`src/rtl/qalu_pkg.sv`:
```
package qalu_pkg;

  localparam int FRAC_BITS  = 8;
  localparam int WORD_BITS  = 32;
  localparam int QUO_BITS   = WORD_BITS + FRAC_BITS;
  localparam int DIV_STAGES = QUO_BITS;
  localparam int MAG_W      = 2 * WORD_BITS;

  localparam logic [MAG_W-1:0] MAG_POS_MAX = MAG_W'((64'd1 << (WORD_BITS - 1)) - 64'd1);
  localparam logic [MAG_W-1:0] MAG_NEG_MAX = MAG_W'(64'd1 << (WORD_BITS - 1));
  localparam logic [MAG_W-1:0] MUL_HALF    = MAG_W'(64'd1 << (FRAC_BITS - 1));
  localparam logic signed [WORD_BITS-1:0] WORD_MAX = {1'b0, {(WORD_BITS-1){1'b1}}};
  localparam logic signed [WORD_BITS-1:0] WORD_MIN = {1'b1, {(WORD_BITS-1){1'b0}}};

  typedef enum logic [3:0] {
    CMD_ADD    = 4'd0,
    CMD_SUB    = 4'd1,
    CMD_MUL    = 4'd2,
    CMD_DIV    = 4'd3,
    CMD_GT     = 4'd4,
    CMD_LT     = 4'd5,
    CMD_GE     = 4'd6,
    CMD_LE     = 4'd7,
    CMD_EQ     = 4'd8,
    CMD_NE     = 4'd9,
    CMD_MIN    = 4'd10,
    CMD_MAX    = 4'd11,
    CMD_INC    = 4'd12,
    CMD_DEC    = 4'd13,
    CMD_TO_INT = 4'd14
  } cmd_e;

  typedef enum logic [1:0] {
    FAULT_NONE     = 2'd0,
    FAULT_OVERFLOW = 2'd1,
    FAULT_DIV_ZERO = 2'd2
  } fault_e;

  typedef struct packed {
    logic [3:0]                  cmd;
    logic signed [WORD_BITS-1:0] operand_a;
    logic signed [WORD_BITS-1:0] operand_b;
  } alu_in_t;

  typedef struct packed {
    logic signed [WORD_BITS-1:0] result_value;
    logic                        compare_true;
    logic [1:0]                  fault_code;
  } alu_out_t;

  // one divider stage: partial remainder, numerator bits shifting out on top
  // while quotient bits shift in at the bottom
  typedef struct packed {
    logic                  valid;
    logic                  div_go;
    logic                  neg;
    logic [WORD_BITS-1:0]  den;
    logic [WORD_BITS-1:0]  rem;
    logic [QUO_BITS-1:0]   nq;
    alu_out_t              side;
  } div_stage_t;

  function automatic alu_out_t sat_mag(input logic [MAG_W-1:0] q, input logic neg);
    alu_out_t r;
    r.compare_true = 1'b0;
    r.fault_code   = FAULT_NONE;
    if (neg) begin
      if (q > MAG_NEG_MAX) begin
        r.result_value = WORD_MIN;
        r.fault_code   = FAULT_OVERFLOW;
      end else begin
        r.result_value = -$signed(q[WORD_BITS-1:0]);
      end
    end else begin
      if (q > MAG_POS_MAX) begin
        r.result_value = WORD_MAX;
        r.fault_code   = FAULT_OVERFLOW;
      end else begin
        r.result_value = $signed(q[WORD_BITS-1:0]);
      end
    end
    return r;
  endfunction

  function automatic alu_out_t sat_sum(input logic signed [WORD_BITS:0] v);
    alu_out_t r;
    r.compare_true = 1'b0;
    r.fault_code   = FAULT_NONE;
    r.result_value = v[WORD_BITS-1:0];
    if (v[WORD_BITS] != v[WORD_BITS-1]) begin
      r.fault_code   = FAULT_OVERFLOW;
      r.result_value = v[WORD_BITS] ? WORD_MIN : WORD_MAX;
    end
    return r;
  endfunction

endpackage

```
`src/rtl/qalu_div_step.sv`:
```
module qalu_div_step (
  input  logic                   clk,
  input  logic                   rst_n,
  input  logic                   en,
  input  qalu_pkg::div_stage_t   stage_i,
  output qalu_pkg::div_stage_t   stage_o
);
  import qalu_pkg::*;

  div_stage_t          stage_r;
  div_stage_t          stage_nxt;
  logic [WORD_BITS:0]  shifted;
  logic                take;

  always_comb begin
    shifted   = {stage_i.rem, stage_i.nq[QUO_BITS-1]};
    take      = shifted >= {1'b0, stage_i.den};
    stage_nxt = stage_i;
    stage_nxt.rem = take ? WORD_BITS'(shifted - {1'b0, stage_i.den}) : shifted[WORD_BITS-1:0];
    stage_nxt.nq  = {stage_i.nq[QUO_BITS-2:0], take};
  end

  always_ff @(posedge clk) begin
    if (!rst_n) begin
      stage_r <= '0;
    end else if (en) begin
      stage_r <= stage_nxt;
    end
  end

  assign stage_o = stage_r;

endmodule

```
`config.mk`:
```
export PLATFORM = sky130hd
export DESIGN_NAME = qalu_div_step
export DESIGN_NICKNAME = d
export VERILOG_FILES = /design/src/rtl/qalu_pkg.sv /design/src/rtl/qalu_div_step.sv
export SDC_FILE = /design/constraint.sdc
export NUM_CORES = 1
export LEC_CHECK = 0
export ABC_AREA = 0
export BUFFER_PORTS_ARGS = -buffer_cell sky130_fd_sc_hd__buf_2
export CORE_ASPECT_RATIO = 1.2
export CORE_MARGIN = 2
export CORE_UTILIZATION = 35
export CTS_CLUSTER_SIZE = 40
export DETAILED_ROUTE_END_ITERATION = 7
export PLACE_DENSITY = 0.73
export RECOVER_POWER = 50
export SKIP_CTS_REPAIR_TIMING = 1
export SYNTH_ARGS = -nofsm -noshare
export SYNTH_HDL_FRONTEND = slang
export SYNTH_SLANG_ARGS = --single-unit
export TNS_END_PERCENT = 5
```
`constraint.sdc`:
```
create_clock -name clk -period 3.4 [get_ports clk]
set_input_delay 0.34 -clock clk [delete_from_list [all_inputs] [get_ports clk]]
set_output_delay 0.34 -clock clk [all_outputs]
set_load 0.02 [all_outputs]
```
Word level (Yosys, flattened, before mapping)
Index checks and enable logic that the tools add are counted.
{"block": "totals", "output_inout_bits": 142, "regBits": 142, "input_bits": 145}
{"block": "classes", "order_cmp": 1, "addsub": 1, "mux": 1}
{"cell": ">= comparator 33 x 32 -> 1 bit", "n": 1}
{"cell": "two-way mux 32 bit", "n": 1}
{"cell": "subtractor 32 bit", "n": 1}

Longest topological paths before layout
Gate-level depths: netlist of run 1.
{"block": "depth", "depth_word": 2, "mapped_depth": 12}

Worst setup path after synthesis of run 1
No wires, ideal clock.
{"block": "synth_path", "kind": "input-to-reg", "from": "input port stage_i[74] (netlist name)", "to": "register stage_r (netlist bit stage_o[99])", "stages": 11, "required_ps": 3326, "t_arrival_ps": 2723, "path_slack_ps": 603, "cell_sequence": "inv_1 > ha_1 > fa_1 > and2b_1 > o2111ai_1 > and3_1 > or2_1 > o21ai_0 > nor3_1 > or4_1 > a31oi_1"}
{"block": "synth_between", "elab_chain_cells": 2}
{"item": "start, declared", "line_no": "qalu_div_step.sv:5", "text": "input qalu_pkg::div_stage_t stage_i,"}
{"item": "subtractor 32 bit / >= comparator 33 x 32 -> 1 bit (equally long branches)", "line_no": "qalu_div_step.sv:19, qalu_div_step.sv:17"}
{"item": "two-way mux 32 bit (*)", "line_no": "qalu_div_step.sv:19", "text": "stage_nxt.rem = take ? WORD_BITS'(shifted - {1'b0, stage_i.den}) : shifted[WORD_BITS-1:0];"}
{"item": "end signal, assigned", "line_no": "qalu_div_step.sv:27", "text": "stage_r <= stage_nxt;"}
{"item": "end, declared", "line_no": "qalu_div_step.sv:10", "text": "div_stage_t stage_r;"}
Mark *: on every way between the ends. The rest lies on a longest branch, timed or not.
A chain may end at the register's enable or synchronous reset.

Final worst setup path of run 1
{"block": "layout_path", "from": "input port stage_i[74] (netlist name)", "to": "register stage_r (netlist bit stage_o[105])"}
The elaborated chain is that of the path after synthesis.

==> metrics.cfg, run 1 <==
[timing]
setup_ws_ns = 0.728
period_needed_ns = 2.67
clock-skew-final_ns = 0
slew_headroom = 0.320
tns_ns = 0
fmax_mhz = 374
setup_violations = 0
post-route-period-util = 0.786
slew_viol_final = 0
tightest_slew_ns = 1.02
rsz0062_at_grt = false
hold_viol = 0

[power]
pwr-share-comb = 0.226
p_total_uw = 4700
p_switching_uw = 1470
power_frac_seq = 0.392
powerDensity_nw_per_um2 = 502
cellInternalPower_uw = 3230
leakagePower_uw = 0.00449
irDropWorstVdd_v = 0.000346
power_switching_share = 0.312
clkPwrFrac = 0.382

[setup_path]
path_class = in2reg
crit_family = compound AO/OA/AOI/OAI gates
r2r-end = stage_o[105]
critPathArrivalTime_ns = 2.97
end_kind = flop
reg2reg_slack_ns = 2.53
critPathBufInv = 3
max_stage_delay_ns = 0.40
r2r_cells = 4
crit_chain = buf_2 > inv_1 > ha_1 > fa_1 > and2b_1 > o2111ai_1 > and3_1 > o311ai_0 > buf_4 > a21oi_1 > or3_1 > o211ai_1 > o21ai_0
critPathSlowestCell = fa_1
worstPathMaxFanout = 4
worstPathRequired_ns = 3.70
r2r_start = stage_o[105]
cp-start-kind = primary input

[layout]
nFillCells = 2042
multiInputGateArea_sq_um = 4060
largest_reg_flops = 142
layout.nets = 1255
syn_to_final_growth_pct = 29.3
final_layout_size_suffix_gt1_frac = 0.210
seqCellArea_sq_um = 2840

[synth]
synth.cell_area_sq_um = 7240
syn_inst = 808
synth.net_count = 986
synth_edf_count = 0
synth_warnings = 0
ys_ff_latch = 142
avgSynthCellArea_sq_um = 8.96
postSynth.asyncResetShare = 0
synth_ff_type = dfxtp_1
ys_seq_area_frac = 0.393
ys_types = 58

[hold_path]
hp-class = in2reg
hp-start = stage_i[52]
min_to = stage_o[53]
hold_depth = 3

[clock_tree]
path_clk_slew_ns = 0.07
cts_tree = built
htreeDepth = 4
clock_latency_ns = 0.41
clkSinkCount = 142
root_buffer = clkbuf_16
cts_made_buffers = 17
cts.path.max_buffers = 2

[floorplanning]
num_rows = 57
start_util = 0.357
fp.dieH_um = 162
dieArea_sq_um = 21800
core-area_sq_um = 20300
io_pins = 287
die_x_um = 135

[drt]
vias = 6678
dr.first_iter.drc_count = 236
avgRoutedWirePerCell_um = 15.4
viasPerCell = 4.92
final_antenna_net_count = 0
drc = 0
drtPass1Iterations = 4
routed_wl_mm = 20.9

[global_route]
grt_use_total = 0.187
overflow = 0
grt_pass1_wl_mm = 32.7
grt_max_degree = 111
grt_pass1_vias = 6528
antenna_found_initial = 5

[placement]
io_buffers = 286
place_ws_ns = 0.284
globalplace.congestion = 0.916
dp_hpwl_mm = 15.9

[run]
drv_cap = 0

[run_status]
status = complete, no violations

[cells in the final DEF, fill, tap and decap left out, types with 7 or more instances in the layout]
cell type	count
mux2i_1	128
nor3_1	7
ha_1	32
clkbuf_1	111
buf_2	175
buf_4	9
a21oi_1	45
xnor2_1	19
dfxtp_1	142
nand4_1	9
o21ai_0	30
nor2_1	132
a21o_1	26
a31oi_1	9
and3_1	9
nand3_1	7
nand2_1	31
inv_1	39
clkbuf_16	17
[tightest hold or removal path, cell delays in order]
cell and delay, ns:
buf_2 0.07, mux2i_1 0.05, nor2_1 0.07
[how the worst max path moves through the flow]
| stage | from | end | slack [ns] | cells past startpoint |
|---|---|---|---|---|
| detailed placement | stage_i[74] | stage_o[105] | 0.28 | 13 |
| global route | stage_i[74] | stage_o[105] | 0.51 | 13 |
| finish | stage_i[74] | stage_o[105] | 0.73 | 13 |
| global placement | stage_i[74] | stage_o[105] | 0.26 | 13 |
| floorplan | stage_i[74] | stage_o[99] | 0.60 | 11 |
| CTS | stage_i[74] | stage_o[105] | 0.70 | 13 |
[per-stage QoR]
step / area (sq um) / instances / utilization / hold WS, ns
2_1_floorplan: 7240 / 808 / - / 0.487
3_3_place_gp: 8930 / 1323 / 0.441 / 0.467
3_5_place_dp: 8930 / 1323 / 0.441 / 0.476
4_1_cts: 9490 / 1355 / 0.469 / 0.142
5_1_grt: 9350 / 1355 / 0.462 / 0.157
6_report: 9360 / 1357 / 0.462 / 0.151
[final cells by class]
cell class                 count  area share
timing repair buffer         297       0.151
clock inverter                14      0.0140
sequential                   142       0.304
antenna                        2    0.000535
tap                          265      0.0354
multi-input combinational    579       0.433
inverter                      40      0.0163
clock buffer                  18      0.0459
[metal layers]
layer | GRT usage | vias to the layer above | wire length (um)
met3 | 0.0499 | 25 | 1370
met5 | 0 | - | 27
met2 | 0.329 | 216 | 10200
met1 | 0.225 | 3059 | 8990
met4 | 0.0492 | 4 | 294
li1 | - | 3374 | -
[power by group through the flow]
stage               clock network (uW)  logic, uW  registers [uW]
floorplan                            0        580            2020
global placement                     0       1080            1870
detailed placement                   0       1090            1870
CTS                               1830       1090            1840
global route                      1900       1170            1860
finish                            1790       1060            1840
[synth_stat cells (3+ instances only)]
library cell,n,share of area
o311ai_0,3,0.0036
nand2b_1,4,0.0035
nand3b_1,6,0.0062
nand2_1,31,0.016
o21bai_1,6,0.0062
dfxtp_1,142,0.39
and3_1,9,0.0078
nor2b_1,3,0.0026
a211oi_1,6,0.0062
nor3_1,7,0.0048
inv_1,39,0.020
buf_2,3,0.0021
o21a_1,6,0.0062
nand4_1,9,0.0078
ha_1,32,0.055
clkbuf_1,33,0.017
a21oi_1,45,0.031
nor2_1,132,0.068
o21ai_0,30,0.021
o211ai_1,6,0.0062
nor3b_1,3,0.0031
xnor2_1,19,0.023
a21o_1,26,0.027
buf_1,9,0.0047
a41oi_1,3,0.0036
mux2i_1,128,0.18
xor2_1,6,0.0073
a311oi_1,3,0.0036
a31oi_1,9,0.0078
nand3_1,7,0.0048
o31ai_1,4,0.0042
[cells by family after synthesis]
| logic type | after synthesis | synth area share |
|---|---|---|
| fa+ha+maj | 33 | 0.0581 |
| buf+inv | 87 | 0.0467 |
| flops | 142 | 0.393 |
| xor+xnor | 25 | 0.0303 |
| simple gates | 226 | 0.141 |
| compound gates | 165 | 0.151 |
| mux | 130 | 0.180 |
Note: power is estimated with default switching activity, not from simulation.
==> run 2: changes to the inputs <==
==> constraint.sdc (replaced) <==
create_clock -name clk -period 2.5 [get_ports clk]
set_input_delay 0.25 -clock clk [delete_from_list [all_inputs] [get_ports clk]]
set_output_delay 0.25 -clock clk [all_outputs]
set_load 0.02 [all_outputs]
==> run 2 against run 1 <==
  * Die area is the same
  * Flip-flop and latch count stayed put
  * First-iteration DRC count increased by 43%
  * Cell count rose by 6.4%
  * Clock power rose by 36%
  * Non-clock buffer count increased by 86
  * Sequential share of layout area down 2.3 points
  * Total power increased by 40%
  * Setup slack lost 0.62 ns
  * Final area rose by 8.1%
  * Combinational power rose by 54%
==> metrics.cfg, run 2 (same netlist as run 1, synthesis figures left out) <==
[layout]
syn_to_final_growth_pct = 39.8
multiInputGateArea_sq_um = 4090  ; +0.96%
final_common_cell = buf_2
final_cell_mix = buf_2 (214), dfxtp_1 (142), nor2_1 (132), mux2i_1 (128), buf_4 (92)
layout.nets = 1342  ; +6.9%
seqCellArea_sq_um = 2840  ; unchanged
nFillCells = 1957  ; -4.2%
fin_cells = 1444  ; +6.4%
largest_reg_flops = 142  ; unchanged
final_layout_size_suffix_gt1_frac = 0.305  ; +0.0949

[timing]
tightest_slew_ns = 1.27  ; +0.247 ns
setup_ws_ns = 0.104  ; -0.624 ns
slew_headroom = 0.154  ; -0.166
post-route-period-util = 0.958
period_needed_ns = 2.40
fmax_mhz = 417
clock-skew-final_ns = 0  ; unchanged
setup_violations = 0  ; unchanged
rsz0062_at_grt = true
slew_viol_final = 0  ; unchanged
hold_viol = 0  ; unchanged

[power]
p_switching_uw = 2030  ; +39%
leakagePower_uw = 0.00507  ; +13%
power_switching_share = 0.309  ; -0.00286
power_frac_seq = 0.381  ; -0.011
irDropWorstVdd_v = 0.000436  ; +26%
powerDensity_nw_per_um2 = 650  ; +29%
cellInternalPower_uw = 4540  ; +41%
pwr-share-comb = 0.248  ; +0.022
clkPwrFrac = 0.371  ; -0.011

[floorplanning]
io_pins = 287  ; unchanged
dieArea_sq_um = 21800  ; unchanged
num_rows = 57  ; unchanged
fp.dieH_um = 162  ; unchanged
start_util = 0.357  ; unchanged
die_x_um = 135  ; unchanged
core-area_sq_um = 20300  ; unchanged

[drt]
viasPerCell = 4.89  ; -0.71%
vias = 7056  ; +5.7%
final_antenna_net_count = 0  ; unchanged
avgRoutedWirePerCell_um = 14.8  ; -3.9%
drtPass1Iterations = 4  ; unchanged
drc = 0  ; unchanged
routed_wl_mm = 21.4  ; +2.2%
dr.first_iter.drc_count = 337  ; +43%

[setup_path]
path_class = in2reg
critPathArrivalTime_ns = 2.68  ; -0.29 ns
cp-start-kind = primary input
critPathSlowestCell = a211oi_4
worstPathRequired_ns = 2.78  ; -0.92 ns
crit_chain = buf_2 > ha_1 > a21o_1 > a31oi_1 > a2111o_1 > a21oi_2 > o22a_4 > a211oi_4 > buf_12 > mux2i_1 > a21oi_1
end_kind = flop
max_stage_delay_ns = 0.38  ; -0.02 ns
worstPathMaxFanout = 24  ; +20

[placement]
io_buffers = 286  ; unchanged
globalplace.congestion = 0.864  ; -5.7%
dpl.cell_count = 1409  ; +6.5%
place_ws_ns = -0.381  ; -0.665 ns
dp_hpwl_mm = 16.7  ; +4.8%

[run]
drv_cap = 0  ; unchanged

[clock_tree]
htreeDepth = 4  ; unchanged
root_buffer = clkbuf_16
clock_latency_ns = 0.41  ; about the same
cts_tree = built
clkSinkCount = 142  ; unchanged
cts.path.max_buffers = 2  ; unchanged
cts_made_buffers = 17  ; unchanged
path_clk_slew_ns = 0.07  ; about the same

[global_route]
grt_pass1_vias = 7079  ; +8.4%
overflow = 0  ; unchanged
antenna_found_initial = 5  ; unchanged
grt_max_degree = 73  ; -34%
grt_pass1_wl_mm = 33.7  ; +3.3%
grt_use_total = 0.193  ; +0.00586

[run_status]
status = complete, no violations

[hold_path]
hp-class = in2reg

==> run 2: cell count changes in the layout (fill, tap and decap cells not counted), moves of 2 or more <==
cell | previous run | this run
clkinvlp_4 | 1 | 3
buf_2 | 175 | 214
buf_4 | 9 | 92
clkbuf_1 | 111 | 72
o311ai_0 | 3 | 1
buf_12 | 2 | 4
==> run 2: final timing paths <==
| check | start | end | slack [ns] | cells after the start |
|---|---|---|---|---|
| setup / recovery | stage_i[78] | stage_o[80] | 0.10 | 11 |
| hold / removal | stage_i[37] | stage_o[38] | 0.07 | 3 |
| setup reg to reg | stage_o[100] | stage_o[100] | 1.62 | 3 |
| hold reg to reg | stage_o[98] | stage_o[98] | 0.48 | 2 |
==> run 2: worst max-delay path: cells and delay by family <==
kind | cells | cell delay (ns)
AO/OA/AOI/OAI | 7 | 1.48
buffers and inverters | 2 | 0.36
adder cells (fa/ha/maj) | 1 | 0.35
multiplexers | 1 | 0.23
==> run 2: cell type report <==
class,instances,area share
Multi-Input combinational cell,580,0.405
Antenna cell,2,0.000495
Sequential cell,142,0.281
Inverter,40,0.0148
Clock inverter,14,0.0131
Timing Repair Buffer,383,0.211
Tap cell,265,0.0328
Clock buffer,18,0.0424
==> run 2: layer usage <==
| layer | track usage | wire, um |
|---|---|---|
| met5 | 0 | 41 |
| met1 | 0.224 | 8790 |
| met4 | 0.0663 | 371 |
| met2 | 0.341 | 10800 |
| met3 | 0.0515 | 1410 |
==> run 2: per-stage QoR <==
step / instance area, sq um / hold WS [ns] / power (uW) / TNS [ns] / utilization
floorplan: 7250 / 0.397 / 3540 / -0.000540 / -
global placement: 9620 / 0.466 / 4170 / -8.00 / 0.475
detailed placement: 9620 / 0.476 / 4200 / -9.52 / 0.475
CTS: 10200 / 0.0455 / 6670 / 0 / 0.503
global route: 10100 / 0.0552 / 6910 / -0.0871 / 0.499
finish: 10100 / 0.0692 / 6570 / 0 / 0.500
==> run 2: power groups by stage <==
stage / registers [uW] / logic [uW] / clock network (uW)
2_1_floorplan: 2740 / 793 / 0
3_5_place_dp: 2550 / 1650 / 0
6_report: 2500 / 1630 / 2440
4_1_cts: 2500 / 1660 / 2510
3_3_place_gp: 2540 / 1630 / 0
5_1_grt: 2520 / 1790 / 2600
==> run 3: changes to the inputs <==
--- a/config.mk
+++ b/config.mk
@@ -6,7 +6,7 @@
 export NUM_CORES = 1
 export LEC_CHECK = 0
 export ABC_AREA = 0
-export BUFFER_PORTS_ARGS = -buffer_cell sky130_fd_sc_hd__buf_2
+export BUFFER_PORTS_ARGS = -buffer_cell sky130_fd_sc_hd__clkbuf_2
 export CORE_ASPECT_RATIO = 1.2
 export CORE_MARGIN = 2
 export CORE_UTILIZATION = 35
==> run 3 against run 2 <==
  * Total power grew 1.4%
  * Wire length grew 0.60%
  * Final area rose by 0.42%
  * Flip-flop and latch count did not move
  * Via count grew 0.40%
  * Count of clock-buffer cells in the layout down 1
  * Global-route usage is 0.25 points higher
  * Critical path depth increased by 1
  * First-iteration DRC count down 38%
==> metrics.cfg, run 3 (same netlist as run 1, synthesis figures left out) <==
[setup_path]
critPathBufInv = 2  ; unchanged
critPathSlowestCell = or4_1
crit_chain = clkbuf_2 > inv_1 > ha_4 > fa_2 > and2b_1 > o2111ai_1 > and3_1 > or2_1 > o21ai_4 > o31ai_1 > or4_1 > o21ai_0
max_stage_delay_ns = 0.47  ; +0.09 ns
end_kind = flop
crit_family = simple AND/OR/NAND/NOR gates
critPathArrivalTime_ns = 2.71  ; +0.03 ns
r2r_start = stage_o[94]
worstPathMaxFanout = 5  ; -79%
reg2reg_slack_ns = 1.65  ; +0.03 ns
crit_start = stage_i[74]
worstPathRequired_ns = 2.84  ; +0.06 ns
path_class = in2reg
r2r_cells = 3  ; unchanged
r2r-end = stage_o[94]
cp-start-kind = primary input

[power]
leakagePower_uw = 0.00519  ; +2.3%
powerDensity_nw_per_um2 = 656  ; +1.0%
irDropWorstVdd_v = 0.000394  ; -9.5%

[floorplanning]
start_util = 0.357  ; unchanged
fp.dieH_um = 162  ; unchanged
core-area_sq_um = 20300  ; unchanged
dieArea_sq_um = 21800  ; unchanged
die_x_um = 135  ; unchanged
io_pins = 287  ; unchanged
num_rows = 57  ; unchanged

[drt]
final_antenna_net_count = 0  ; unchanged
routed_wl_mm = 21.5  ; +0.60%
dr.first_iter.drc_count = 208  ; -38%
vias = 7084  ; +0.40%
viasPerCell = 4.92  ; +0.75%
drc = 0  ; unchanged
avgRoutedWirePerCell_um = 14.9  ; +0.95%
drtPass1Iterations = 4  ; unchanged

[hold_path]
hp-class = in2reg
hold_depth = 3  ; unchanged
min_to = stage_o[38]
hp-start = stage_i[37]

[timing]
setup_violations = 0  ; unchanged
tightest_slew_ns = 0.960  ; -0.307 ns
rsz0062_at_grt = true
slew_headroom = 0.360  ; +0.206
clock-skew-final_ns = 0  ; unchanged
hold_viol = 0  ; unchanged
fmax_mhz = 422  ; +1.0%
slew_viol_final = 0  ; unchanged
period_needed_ns = 2.37  ; -0.0240 ns
post-route-period-util = 0.949  ; -0.00961

[placement]
postPlaceCellArea_sq_um = 9620  ; about the same
dp_hpwl_mm = 16.9  ; +1.3%
globalplace.congestion = 0.901  ; +4.3%
io_buffers = 286  ; unchanged
dpl.cell_count = 1407  ; -0.14%

[layout]
diodes = 0  ; -2
fin_cells = 1439  ; -0.35%
final_cell_mix = clkbuf_2 (255), dfxtp_1 (142), nor2_1 (132), mux2i_1 (128), buf_4 (89)
layout.nets = 1339  ; -0.22%
largest_reg_flops = 142  ; unchanged
stdcell_area_sq_um = 10200  ; +0.42%
seqCellArea_sq_um = 2840  ; unchanged
syn_to_final_growth_pct = 40.4
final_common_cell = clkbuf_2
multiInputGateArea_sq_um = 4090  ; about the same
nFillCells = 1964  ; +0.36%
final_layout_size_suffix_gt1_frac = 0.339  ; +0.0340

[clock_tree]
path_clk_slew_ns = 0.07  ; about the same
clock_latency_ns = 0.41  ; about the same
clkSinkCount = 142  ; unchanged
cts_tree = built
htreeDepth = 4  ; unchanged
root_buffer = clkbuf_16
cts_made_buffers = 17  ; unchanged
cts.path.max_buffers = 2  ; unchanged

[global_route]
grt_max_degree = 66  ; -9.6%
grt_use_total = 0.195  ; +0.00247
antenna_found_initial = 2  ; -3
grt_pass1_vias = 7157  ; +1.1%
grt_pass1_wl_mm = 34.3  ; +1.7%
overflow = 0  ; unchanged

[run]
drv_cap = 0  ; unchanged

[run_status]
status = complete, no violations

[run 3: layout make-up]
| type | instances | share of cell area |
|---|---|---|
| well taps | 265 | 0.0326 |
| flip-flops and latches | 142 | 0.280 |
| inverters | 40 | 0.0150 |
| clock inverters | 15 | 0.0148 |
| repair buffers | 381 | 0.213 |
| clock buffers | 17 | 0.0419 |
| multi-input cells | 579 | 0.403 |
[run 3: metal layers]
layer	share of wire	vias up	wire [um]	GRT usage
li1	-	3549	-	-
met1	0.42	3263	9010	0.230
met2	0.49	236	10600	0.340
met3	0.067	32	1440	0.0574
met4	0.019	4	414	0.0634
met5	0.0012	-	26	0
[run 3: how the worst max path moves through the flow]
stage              endpoint  slack (ns)  depth (start not counted)
3_5_place_dp   stage_o[105]       -0.38                         12
2_1_floorplan  stage_o[105]     -0.0005                         11
3_3_place_gp   stage_o[105]       -0.35                         12
6_report       stage_o[103]        0.13                         12
5_1_grt        stage_o[105]       -0.03                         12
4_1_cts        stage_o[105]       0.006                         12
[run 3: power breakdown]
part	total [uW]	switching, uW	leakage, uW	internal (uW)
combinational	1650	908	0.00373	739
clock	2510	1110	0.000276	1400
sequential	2510	82.8	0.00117	2420
total	6670	2100	0.00519	4570
[run 3: per-stage QoR]
stage               utilization  hold WS (ns)  power [uW]  setup slack [ns]   TNS [ns]
floorplan                     -         0.397        3540         -0.000540  -0.000540
global placement          0.475         0.471        4180            -0.348      -6.17
detailed placement        0.475         0.480        4210            -0.384      -7.97
CTS                       0.503        0.0415        6740           0.00611          0
global route              0.502        0.0545        6990           -0.0298    -0.0841
finish                    0.502        0.0603        6670             0.128          0
[run 3: worst reg2reg max path: stages, from the launching register on]
cell and delay, ns:
dfxtp_1 0.32, nor3b_1 0.13, a41oi_1 0.20, o31ai_1 0.09
